## src/cwa_pkg.sv

```systemverilog
// Shared types and fixed constants for the centred window average unit.
// No dependencies.
package cwa_pkg;

	localparam int RADIUS_W = 5;
	localparam int SEEN_W   = 6;
	localparam logic [SEEN_W-1:0] SEEN_MAX = 6'd63;

	typedef enum logic [1:0] {
		ST_IDLE,
		ST_UPD,
		ST_DIV,
		ST_EMIT
	} cwa_state_t;

	typedef struct packed {
		logic busy;
		logic done;
	} cwa_div_stat_t;

endpackage

```

## src/cwa_hist.sv

```systemverilog
// Sample history memory: one write port, one registered read port.
// Depends on nothing.
module cwa_hist #(
	parameter int DATA_W = 16,
	parameter int ADDR_W = 6
) (
	input  logic              clk,
	input  logic              wr_en,
	input  logic [ADDR_W-1:0] wr_addr,
	input  logic [DATA_W-1:0] wr_data,
	input  logic              rd_en,
	input  logic [ADDR_W-1:0] rd_addr,
	output logic [DATA_W-1:0] rd_data
);

	logic [DATA_W-1:0] mem_q [2**ADDR_W];
	logic [DATA_W-1:0] rd_data_q;

	always_ff @(posedge clk) begin
		if (wr_en) begin
			mem_q[wr_addr] <= wr_data;
		end
	end

	always_ff @(posedge clk) begin
		if (rd_en) begin
			rd_data_q <= mem_q[rd_addr];
		end
	end

	assign rd_data = rd_data_q;

endmodule

```

## src/cwa_div.sv

```systemverilog
// Restoring serial divider, one quotient bit per cycle.
// Depends on cwa_pkg for the status struct.
module cwa_div #(
	parameter int DW = 22,
	parameter int VW = 6
) (
	input  logic                   clk,
	input  logic                   arst_n,
	input  logic                   start,
	input  logic [DW-1:0]          dividend,
	input  logic [VW-1:0]          divisor,
	output logic [DW-1:0]          quotient,
	output cwa_pkg::cwa_div_stat_t stat
);

	localparam int CNT_W = $clog2(DW + 1);

	logic [DW-1:0]    q_q;
	logic [VW-1:0]    rem_q;
	logic [VW-1:0]    divisor_q;
	logic [CNT_W-1:0] cnt_q;
	logic             busy_q;
	logic             done_q;
	logic [VW:0]      rem_sh;
	logic [VW+1:0]    diff;
	logic             qbit;

	assign rem_sh = {rem_q, q_q[DW-1]};
	assign diff   = {1'b0, rem_sh} - {2'b00, divisor_q};
	assign qbit   = ~diff[VW+1];

	always_ff @(posedge clk or negedge arst_n) begin
		if (!arst_n) begin
			busy_q <= 1'b0;
			done_q <= 1'b0;
			cnt_q  <= '0;
		end else begin
			done_q <= busy_q && (cnt_q == CNT_W'(1));
			if (start) begin
				busy_q <= 1'b1;
				cnt_q  <= CNT_W'(DW);
			end else if (busy_q) begin
				cnt_q <= cnt_q - CNT_W'(1);
				if (cnt_q == CNT_W'(1)) begin
					busy_q <= 1'b0;
				end
			end
		end
	end

	always_ff @(posedge clk) begin
		if (start) begin
			q_q       <= dividend;
			rem_q     <= '0;
			divisor_q <= divisor;
		end else if (busy_q) begin
			rem_q <= qbit ? diff[VW-1:0] : rem_sh[VW-1:0];
			q_q   <= {q_q[DW-2:0], qbit};
		end
	end

	assign quotient  = q_q;
	assign stat.busy = busy_q;
	assign stat.done = done_q;

endmodule

```

## src/centered_window_average_unit.sv

```systemverilog
// Top level: centred moving average of radius k with a flush on the last sample.
// Depends on cwa_pkg, cwa_hist and cwa_div.
//
//  channel | direction | handshake            | payload
//  --------+-----------+----------------------+---------------------------
//  cfg     | in        | cfg_valid/cfg_ready  | cfg_data (radius)
//  in      | in        | in_valid/in_stall    | sample, last_sample
//  out     | out       | out_valid/out_stall  | average, last_result
//
// Full window: UPD, then SAMPLE_BITS+6 divider steps in DIV (22 at defaults), then EMIT.
// Incomplete window: UPD then EMIT; no result: UPD back to IDLE. Each flushed -1 is one more result in EMIT.
// The serial divider sets the rate; one transaction is worked at a time.
// Reset clears radius to 1 and empties the sequence; history needs no clearing.
// A stalled output holds the block; no input is taken until all results leave.
module centered_window_average_unit #(
	parameter int MAX_RADIUS  = 31,
	parameter int SAMPLE_BITS = 16
) (
	input  logic                               clk,
	input  logic                               arst_n,
	input  logic                               cfg_valid,
	output logic                               cfg_ready,
	input  logic [cwa_pkg::RADIUS_W-1:0]       cfg_data,
	input  logic                               in_valid,
	output logic                               in_stall,
	input  logic [SAMPLE_BITS-1:0]             sample,
	input  logic                               last_sample,
	output logic                               out_valid,
	input  logic                               out_stall,
	output logic signed [SAMPLE_BITS:0]        average,
	output logic                               last_result
);

	localparam int HIST_DEPTH = 2 * MAX_RADIUS + 1;
	localparam int ADDR_W     = $clog2(HIST_DEPTH);
	localparam int K_W        = $clog2(MAX_RADIUS + 1);
	localparam int SPAN_W     = K_W + 1;
	localparam int SUM_W      = SAMPLE_BITS + 6;
	localparam int AVG_W      = SAMPLE_BITS + 1;
	localparam int CMP_W      = (K_W + 1 > cwa_pkg::SEEN_W) ? K_W + 1 : cwa_pkg::SEEN_W;

	cwa_pkg::cwa_state_t state_q, state_d;

	logic [cwa_pkg::RADIUS_W-1:0] radius_q;
	logic [ADDR_W-1:0]            wr_ptr_q;
	logic [SUM_W-1:0]             sum_q;
	logic [cwa_pkg::SEEN_W-1:0]   seen_q;
	logic [K_W-1:0]               flush_q;
	logic [SAMPLE_BITS-1:0]       sample_q;
	logic                         last_q;
	logic [cwa_pkg::SEEN_W-1:0]   seen_before_q;
	logic                         old_ok_q;
	logic [AVG_W-1:0]             average_q;
	logic                         last_result_q;

	logic [K_W-1:0]               k;
	logic [SPAN_W-1:0]            span;
	logic [CMP_W-1:0]             k_ext, two_k_ext, span_ext;
	logic [CMP_W-1:0]             seen_ext, seen_b_ext, seen_new_ext;
	logic [cwa_pkg::SEEN_W-1:0]   seen_new;
	logic [K_W-1:0]               lag;
	logic [SUM_W-1:0]             old_val, sum_next;
	logic                         has_main, full;
	logic                         accept, cfg_wr, take;
	logic                         div_start;
	logic [SAMPLE_BITS-1:0]       hist_rd_data;
	logic [SUM_W-1:0]             div_q;
	cwa_pkg::cwa_div_stat_t       div_stat;

	always_comb begin
		if (32'(radius_q) > MAX_RADIUS) begin
			k = K_W'(MAX_RADIUS);
		end else begin
			k = K_W'(radius_q);
		end
	end

	assign span         = {k, 1'b1};
	assign k_ext        = CMP_W'(k);
	assign two_k_ext    = CMP_W'({k, 1'b0});
	assign span_ext     = CMP_W'(span);
	assign seen_ext     = CMP_W'(seen_q);
	assign seen_b_ext   = CMP_W'(seen_before_q);
	assign seen_new     = (seen_before_q == cwa_pkg::SEEN_MAX) ? cwa_pkg::SEEN_MAX
	                      : seen_before_q + 1'b1;
	assign seen_new_ext = CMP_W'(seen_new);
	assign lag          = (seen_new_ext < k_ext) ? K_W'(seen_new) : k;
	assign has_main     = seen_b_ext >= k_ext;
	assign full         = seen_b_ext >= two_k_ext;
	assign old_val      = old_ok_q ? SUM_W'(hist_rd_data) : '0;
	assign sum_next     = sum_q + SUM_W'(sample_q) - old_val;

	assign accept = in_valid && !in_stall;
	assign cfg_wr = cfg_valid && cfg_ready;
	assign take   = out_valid && !out_stall;

	cwa_hist #(
		.DATA_W (SAMPLE_BITS),
		.ADDR_W (ADDR_W)
	) u_hist (
		.clk     (clk),
		.wr_en   (accept),
		.wr_addr (wr_ptr_q),
		.wr_data (sample),
		.rd_en   (accept),
		.rd_addr (wr_ptr_q - ADDR_W'(span)),
		.rd_data (hist_rd_data)
	);

	cwa_div #(
		.DW (SUM_W),
		.VW (SPAN_W)
	) u_div (
		.clk      (clk),
		.arst_n   (arst_n),
		.start    (div_start),
		.dividend (sum_next),
		.divisor  (span),
		.quotient (div_q),
		.stat     (div_stat)
	);

	always_ff @(posedge clk or negedge arst_n) begin
		if (!arst_n) begin
			state_q <= cwa_pkg::ST_IDLE;
		end else begin
			state_q <= state_d;
		end
	end

	// a pending radius write takes the idle slot ahead of a sample
	always_comb begin
		state_d   = state_q;
		in_stall  = 1'b1;
		cfg_ready = 1'b0;
		out_valid = 1'b0;
		div_start = 1'b0;
		case (state_q)
			cwa_pkg::ST_IDLE: begin
				in_stall  = cfg_valid;
				cfg_ready = 1'b1;
				if (in_valid && !cfg_valid) begin
					state_d = cwa_pkg::ST_UPD;
				end
			end
			cwa_pkg::ST_UPD: begin
				if (has_main && full) begin
					div_start = 1'b1;
					state_d   = cwa_pkg::ST_DIV;
				end else if (has_main || last_q) begin
					state_d = cwa_pkg::ST_EMIT;
				end else begin
					state_d = cwa_pkg::ST_IDLE;
				end
			end
			cwa_pkg::ST_DIV: begin
				if (div_stat.done) begin
					state_d = cwa_pkg::ST_EMIT;
				end
			end
			cwa_pkg::ST_EMIT: begin
				out_valid = 1'b1;
				if (!out_stall && flush_q == '0) begin
					state_d = cwa_pkg::ST_IDLE;
				end
			end
			default: begin
				state_d = cwa_pkg::ST_IDLE;
			end
		endcase
	end

	// sequence state; cleared by a radius write or after the last sample
	always_ff @(posedge clk or negedge arst_n) begin
		if (!arst_n) begin
			radius_q <= cwa_pkg::RADIUS_W'(1);
			wr_ptr_q <= '0;
			sum_q    <= '0;
			seen_q   <= '0;
			flush_q  <= '0;
		end else begin
			if (cfg_wr) begin
				radius_q <= cfg_data;
				sum_q    <= '0;
				seen_q   <= '0;
			end
			if (accept) begin
				wr_ptr_q <= wr_ptr_q + 1'b1;
			end
			if (state_q == cwa_pkg::ST_UPD) begin
				sum_q  <= last_q ? '0 : sum_next;
				seen_q <= last_q ? '0 : seen_new;
				if (!last_q) begin
					flush_q <= '0;
				end else if (has_main) begin
					flush_q <= lag;
				end else begin
					flush_q <= lag - 1'b1;
				end
			end
			if (state_q == cwa_pkg::ST_EMIT && take && flush_q != '0) begin
				flush_q <= flush_q - 1'b1;
			end
		end
	end

	always_ff @(posedge clk) begin
		if (accept) begin
			sample_q      <= sample;
			last_q        <= last_sample;
			seen_before_q <= seen_q;
			old_ok_q      <= seen_ext >= span_ext;
		end
		if (state_q == cwa_pkg::ST_UPD && !(has_main && full)) begin
			average_q     <= '1;
			last_result_q <= last_q && (has_main ? (lag == '0) : (lag == K_W'(1)));
		end
		if (state_q == cwa_pkg::ST_DIV && div_stat.done) begin
			average_q     <= div_q[AVG_W-1:0];
			last_result_q <= last_q && (flush_q == '0);
		end
		if (state_q == cwa_pkg::ST_EMIT && take && flush_q != '0) begin
			average_q     <= '1;
			last_result_q <= flush_q == K_W'(1);
		end
	end

	assign average     = average_q;
	assign last_result = last_result_q;

	a_out_blocks_in: assert property (@(posedge clk) disable iff (!arst_n)
		out_valid |-> in_stall)
		else $error("input taken while a result is pending");

	a_done_in_div: assert property (@(posedge clk) disable iff (!arst_n)
		div_stat.done |-> (state_q == cwa_pkg::ST_DIV))
		else $error("divider finished outside the divide phase");

	a_flush_on_last: assert property (@(posedge clk) disable iff (!arst_n)
		(flush_q != '0) |-> (last_q && (state_q == cwa_pkg::ST_EMIT ||
		state_q == cwa_pkg::ST_DIV)))
		else $error("flush pending outside a final transaction");

	a_div_busy: assert property (@(posedge clk) disable iff (!arst_n)
		div_start |=> div_stat.busy)
		else $error("divider did not start");

endmodule

```

## config.mk

```make
export PLATFORM = sky130hd
export DESIGN_NAME = centered_window_average_unit
export DESIGN_NICKNAME = d
export VERILOG_FILES = /design/src/cwa_pkg.sv /design/src/cwa_hist.sv /design/src/cwa_div.sv /design/src/centered_window_average_unit.sv
export SDC_FILE = /design/constraint.sdc
export NUM_CORES = 1
export LEC_CHECK = 0
export BUFFER_PORTS_ARGS = -buffer_cell sky130_fd_sc_hd__buf_4
export CORE_MARGIN = 8
export CORE_UTILIZATION = 60
export CTS_BUF_LIST = sky130_fd_sc_hd__clkbuf_4
export CTS_CLUSTER_DIAMETER = 120
export DETAILED_ROUTE_END_ITERATION = 10
export PLACE_DENSITY = 0.76
export SYNTH_ARGS = -nofsm -noshare
export SYNTH_HDL_FRONTEND = slang
export SYNTH_SLANG_ARGS = --single-unit
```

## constraint.sdc

```tcl
create_clock -name clk -period 13.8 [get_ports clk]
set_clock_uncertainty 0.15 [all_clocks]
set_input_delay 1.38 -clock clk [delete_from_list [all_inputs] [get_ports clk]]
set_output_delay 1.38 -clock clk [all_outputs]
set_load 0.02 [all_outputs]
```

After elaboration in Yosys (flattened, before gate mapping)

Memories as Yosys holds them, arrays and structs flattened. A register that Yosys moved wholly into a read port is not among the register bits.
Cells that the tools add are included.
Widths: inputs -> output; s select.

Memories: 1
Output and inout port bits: 21
Bits in writable memories: 1024
Register bits after elaboration: 128
Logic and storage cells: 111
Bits of input ports: 27

Memory list:

| name         | words | width | read ports | clocked after memory_dff | write ports | RTL line       | RTL |
|---|---|---|---|---|---|---|---|
| u_hist.mem_q | 64    | 16    | 1          | 1                        | 1           | cwa_hist.sv:16 | `logic [DATA_W-1:0] mem_q [2**ADDR_W];` |

$add $sub $neg: 9
Order comparisons: 4
Bitwise operators: 1
Equality and inequality tests: 10
Multiplexer cells: 40
Reductions and logical operators: 28

Operators with widths:

| kind                | count |
|---|---|
| $mux 22             | 5 |
| $mux 5              | 7 |
| $mux 17             | 2 |
| $mux 6              | 5 |
| $add 22x16->22      | 1 |
| $sub 22x16->22      | 1 |
| $mux 16             | 1 |
| $eq 5x1->1 const B  | 3 |
| $sub 5x1->5 const B | 3 |
| $mux 1              | 14 |
| $logic_and 1x1->1   | 13 |
| $add 6x1->6 const B | 2 |
| $ge 6x6->1          | 2 |
| $logic_not 5->1     | 2 |
| $mux 2              | 5 |
| $pmux 2 s4          | 1 |
| $reduce_bool 2->1   | 4 |
| $sub 7x6->8         | 1 |
| $eq 6x6->1 const B  | 1 |
| $ge 6x5->1          | 1 |
| $lt 6x5->1          | 1 |
| $sub 6x6->6         | 1 |
| $reduce_bool 5->1   | 1 |
| $eq 2x2->1 const B  | 2 |
| 9 further kinds     | 13 |

Longest topological paths before layout

Depth in word-level cells: 10
Mapped depth: 14
Gate-level depth less buffers: 14

Cells and area by module

From an unflattened synthesis, not the netlist that was laid out.

Cell total of the unflattened synthesis: 2566
Area total of the unflattened synthesis: 48076.1 um^2

By module, submodules not included:

| module                       | area each (um^2) | times used | seq. area each (um^2) | cells each |
|---|---|---|---|---|
| cwa_hist                     | 40202.3          | 1          | 31230.0               | 1829 |
| centered_window_average_unit | 5888.1           | 1          | 2243.4                | 592 |
| cwa_div                      | 1985.7           | 1          | 1136.1                | 145 |

Least setup slack after synthesis

No wires, ideal clock.

Kind: input-to-reg
From: in cfg_valid
To: reg wr_ptr_q[4]
Data arrival time: 5.146 ns
Setup slack: 8.374 ns
Library setup time: 0.130 ns
Data required time: 13.520 ns
Cell stages on the path: 4
Buffers on the path: 0
Cell sequence: nand2b_1 -> nor3_1 -> nand4_1 -> xnor2_1

Longest elaborated chain between the ends: 3

RTL lines:

| item                 | RTL line                            | RTL |
|---|---|---|
| start, declared      | centered_window_average_unit.sv:21  | `input logic cfg_valid,` |
| $mux 1               | centered_window_average_unit.sv:138 | `case (state_q)` |
| $logic_not 1->1      | centered_window_average_unit.sv:93  | `assign accept = in_valid && !in_stall;` |
| $logic_and 1x1->1    | centered_window_average_unit.sv:93  |  |
| named net accept     | centered_window_average_unit.sv:64  | `logic accept, cfg_wr, take;` |
| end signal, assigned | centered_window_average_unit.sv:188 | `wr_ptr_q <= wr_ptr_q + 1'b1;` |
| end, declared        | centered_window_average_unit.sv:45  | `logic [ADDR_W-1:0] wr_ptr_q;` |

The timed path passes the listed nets, and every way through them passes these cells.
A chain may end at the register's enable or synchronous reset.

Worst setup path in the final report

From: reg wr_ptr_q[0]
To: reg u_hist.rd_data_q[3], in the netlist u_hist.rd_data[3] (read register of u_hist.mem_q) (data pin)

Longest elaborated chain between the ends: 1

RTL lines:

| item          | RTL line                            | RTL |
|---|---|---|
| $sub 6x6->6   | centered_window_average_unit.sv:106 | `.rd_addr (wr_ptr_q - ADDR_W'(span)),` |
| end, declared | cwa_hist.sv:17                      | `logic [DATA_W-1:0] rd_data_q;` |

Every way passes these cells.

==> out/results.ini <==
[floorplanning]
die_w_um=297
die_h_um=297
num_io_pins=48
rows=103
initial_utilization_pct=60.2
core_area_um2=78600
die_area_um2=88200

[cells_and_area]
layout_commonest_cell=edfxtp_1
layout-drive-gt1-share_pct=32.2
final_cell_mix=1092 x edfxtp_1, 418 x clkbuf_4, 320 x mux4_2
fin_nets=2755
fillers=4991
final_cell_area_um2=52800
area_delta_synth_final_pct=11.4

[yosys]
synth-seq-cells=1168
synth-compound-area-share_pct=2.71
synth-edff-count=1092
netlist_instances=2329
synth.avg_cell_area_um2=20.3
synth_top_family_by_area=multiplexers
synth_top_area_cell=edfxtp_1
synth_async_sr_flop_share_pct=4.54
syn_nets=2431
yosysWarnings=0
synth-simple-area-share_pct=2.67
synth_xor_xnor_area_share_pct=0.790
synth_area_leaders=edfxtp_1 69%, mux4_2 15%, dfrtp_1 2.7%, ha_1 1.5%, mux2i_1 1.2%
synth_area_um2=47400
yosysTopAreaCellShare_pct=69.3
synthAdderAreaFrac_pct=2.27
yosysUniqueCellTypes=71
synth-seq-area-share_pct=73.0
synthMuxAreaShare_pct=16.8
synth_top_flop_cell=edfxtp_1

[critical_path]
worstPathArrival_ns=6.52
cp-end-kind=flip-flop
cp-startpoint=wr_ptr_q[0]$_DFFE_PN0P_
start_kind=flip-flop
rr_startpoint=wr_ptr_q[0]$_DFFE_PN0P_
crit_required_ns=14.40
crit_fanout=49
path_class=reg2reg

[global_routing]
grt_usage_pct=24.2
grt_pass1_wl_um=159000
grt_max_degree=159
overflow=0
antenna_found_initial=1
grt_pass1_vias=25500

[route]
viasPerCell=6.31
firstDrtPassIters=5
vias=24600
drt-initial-drc-count=2758
antenna_left=0
wl_per_cell_um=27.2
drt_wl_total_um=106000
drc_errors=0

[power_and_ir_drop]
power_leakage_uw=0.0181
worst_ir_drop_vdd_mv=0.524
power_density_nw_per_um2=219
p_total_uw=11600

[clock_tree]
cts_tree=yes
clk_pin_slew_ns=0.07
cts_hold_buf=0
cts_max_path_buffers=4
clock_latency_ns=1.09
cts_buffers=296
cts_resized=0
htreeDepth=5
post_cts_buffers=0
cts.sinks=1168
clockRootBuffer=clkbuf_4

[placed_design]
gp_congestion=0.857
port_buffers=47
hpwl_um=59900
dpl_cell_area_um2=49300

[timing]
maxSlewHeadroom_pct=22.7
setup_viol=0
fin_hold_ws_ns=0.201
tightest_slew_ns=1.16
fin_crit_ns=5.92
setup_tns_ns=0
fin_crit_sh_pct=42.9
fmax_ghz=0.169
drv_slew=0
rsz0062_at_grt=false
hold_viol=0

[min_path]
hp-class=in2async

[outcome]
status=finished clean

[job]
drv_cap=0

[synth_stat cells (15+ instances only)]
| cell | instances |
|---|---|
| clkbuf_1 | 57 |
| a21oi_1 | 39 |
| mux2i_1 | 56 |
| o21ai_0 | 42 |
| ha_1 | 57 |
| dfxtp_1 | 23 |
| a22o_1 | 21 |
| edfxtp_1 | 1092 |
| a21o_1 | 15 |
| dfrtp_1 | 52 |
| xor2_1 | 17 |
| nand2_1 | 66 |
| fa_1 | 18 |
| xnor2_1 | 22 |
| mux4_2 | 320 |
| and2_1 | 22 |
| o22a_1 | 17 |
| inv_1 | 92 |
| nor2_1 | 101 |
| buf_2 | 39 |
[final cells by class]
cell class	count	area, µm²	share of cell area, %
Inverter	94	353	0.669
Timing Repair Buffer	130	988	1.87
Clock inverter	74	364	0.690
Sequential cell	1168	34600	65.5
Multi-Input combinational cell	963	12000	22.8
Clock buffer	418	3140	5.95
Tap cell	1050	1310	2.49
Antenna cell	2	5.00	0.00948
[power by group]
part,switching [µW],internal (µW)
combinational,2460,2230
sequential,112,4010
clock,1310,1440
[registers in the layout, indices dropped and copies added, names as in the netlist, 16 cells and up, named ones only]
| name | flops |
|---|---|
| average | 17 |
| sample_q | 16 |
| sum_q | 22 |
| u_div.quotient | 22 |
| u_hist.mem_q | 1024 |
| u_hist.rd_data | 16 |
[metrics by stage]
step	utilization [%]	std cells	setup WS, ns
global placement	62.7	3405	7.85
finish	67.1	3899	7.88
floorplan	-	2329	8.37
CTS	67.1	3897	7.70
global route	67.1	3899	7.48
detailed placement	62.7	3405	7.76
[cell families after synthesis]
logic type / count (synthesis)
fa+ha+maj: 75
flops: 1168
xor+xnor: 41
compound gates: 190
simple gates: 263
buf+inv: 198
mux: 394
[final timing paths]
kind	to	slack, ns	cells past startpoint
worst min-delay path	flush_q[1]$_DFFE_PN0P_	0.20	1
worst min register to register	average[13]$_SDFFE_PP1P_	0.31	1
min in group clk	last_q$_DFFE_PP_	0.31	1
worst max register to register	u_hist.rd_data[3]$_DFFE_PP_	7.88	7
max in group asynchronous	wr_ptr_q[0]$_DFFE_PN0P_	12.70	1
worst max-delay path	u_hist.rd_data[3]$_DFFE_PP_	7.88	7
[critical path, cell delays in order, from the launching register on]
cell	delay [ns]
dfrtp_4	0.89
buf_4	0.91
buf_4	0.91
buf_4	0.88
mux4_2	0.61
mux4_2	0.52
mux2i_1	0.42
mux2i_1	0.19
[routing by layer]
metal	share of wire [%]	vias to the layer above	global-route usage, %
li1	-	10300	-
met5	0	-	0
met1	39	12700	32.4
met2	50	1394	39.3
met4	2.6	0	8.00
met3	9.1	211	5.86
No activity file was read; power rests on OpenSTA's default activity.
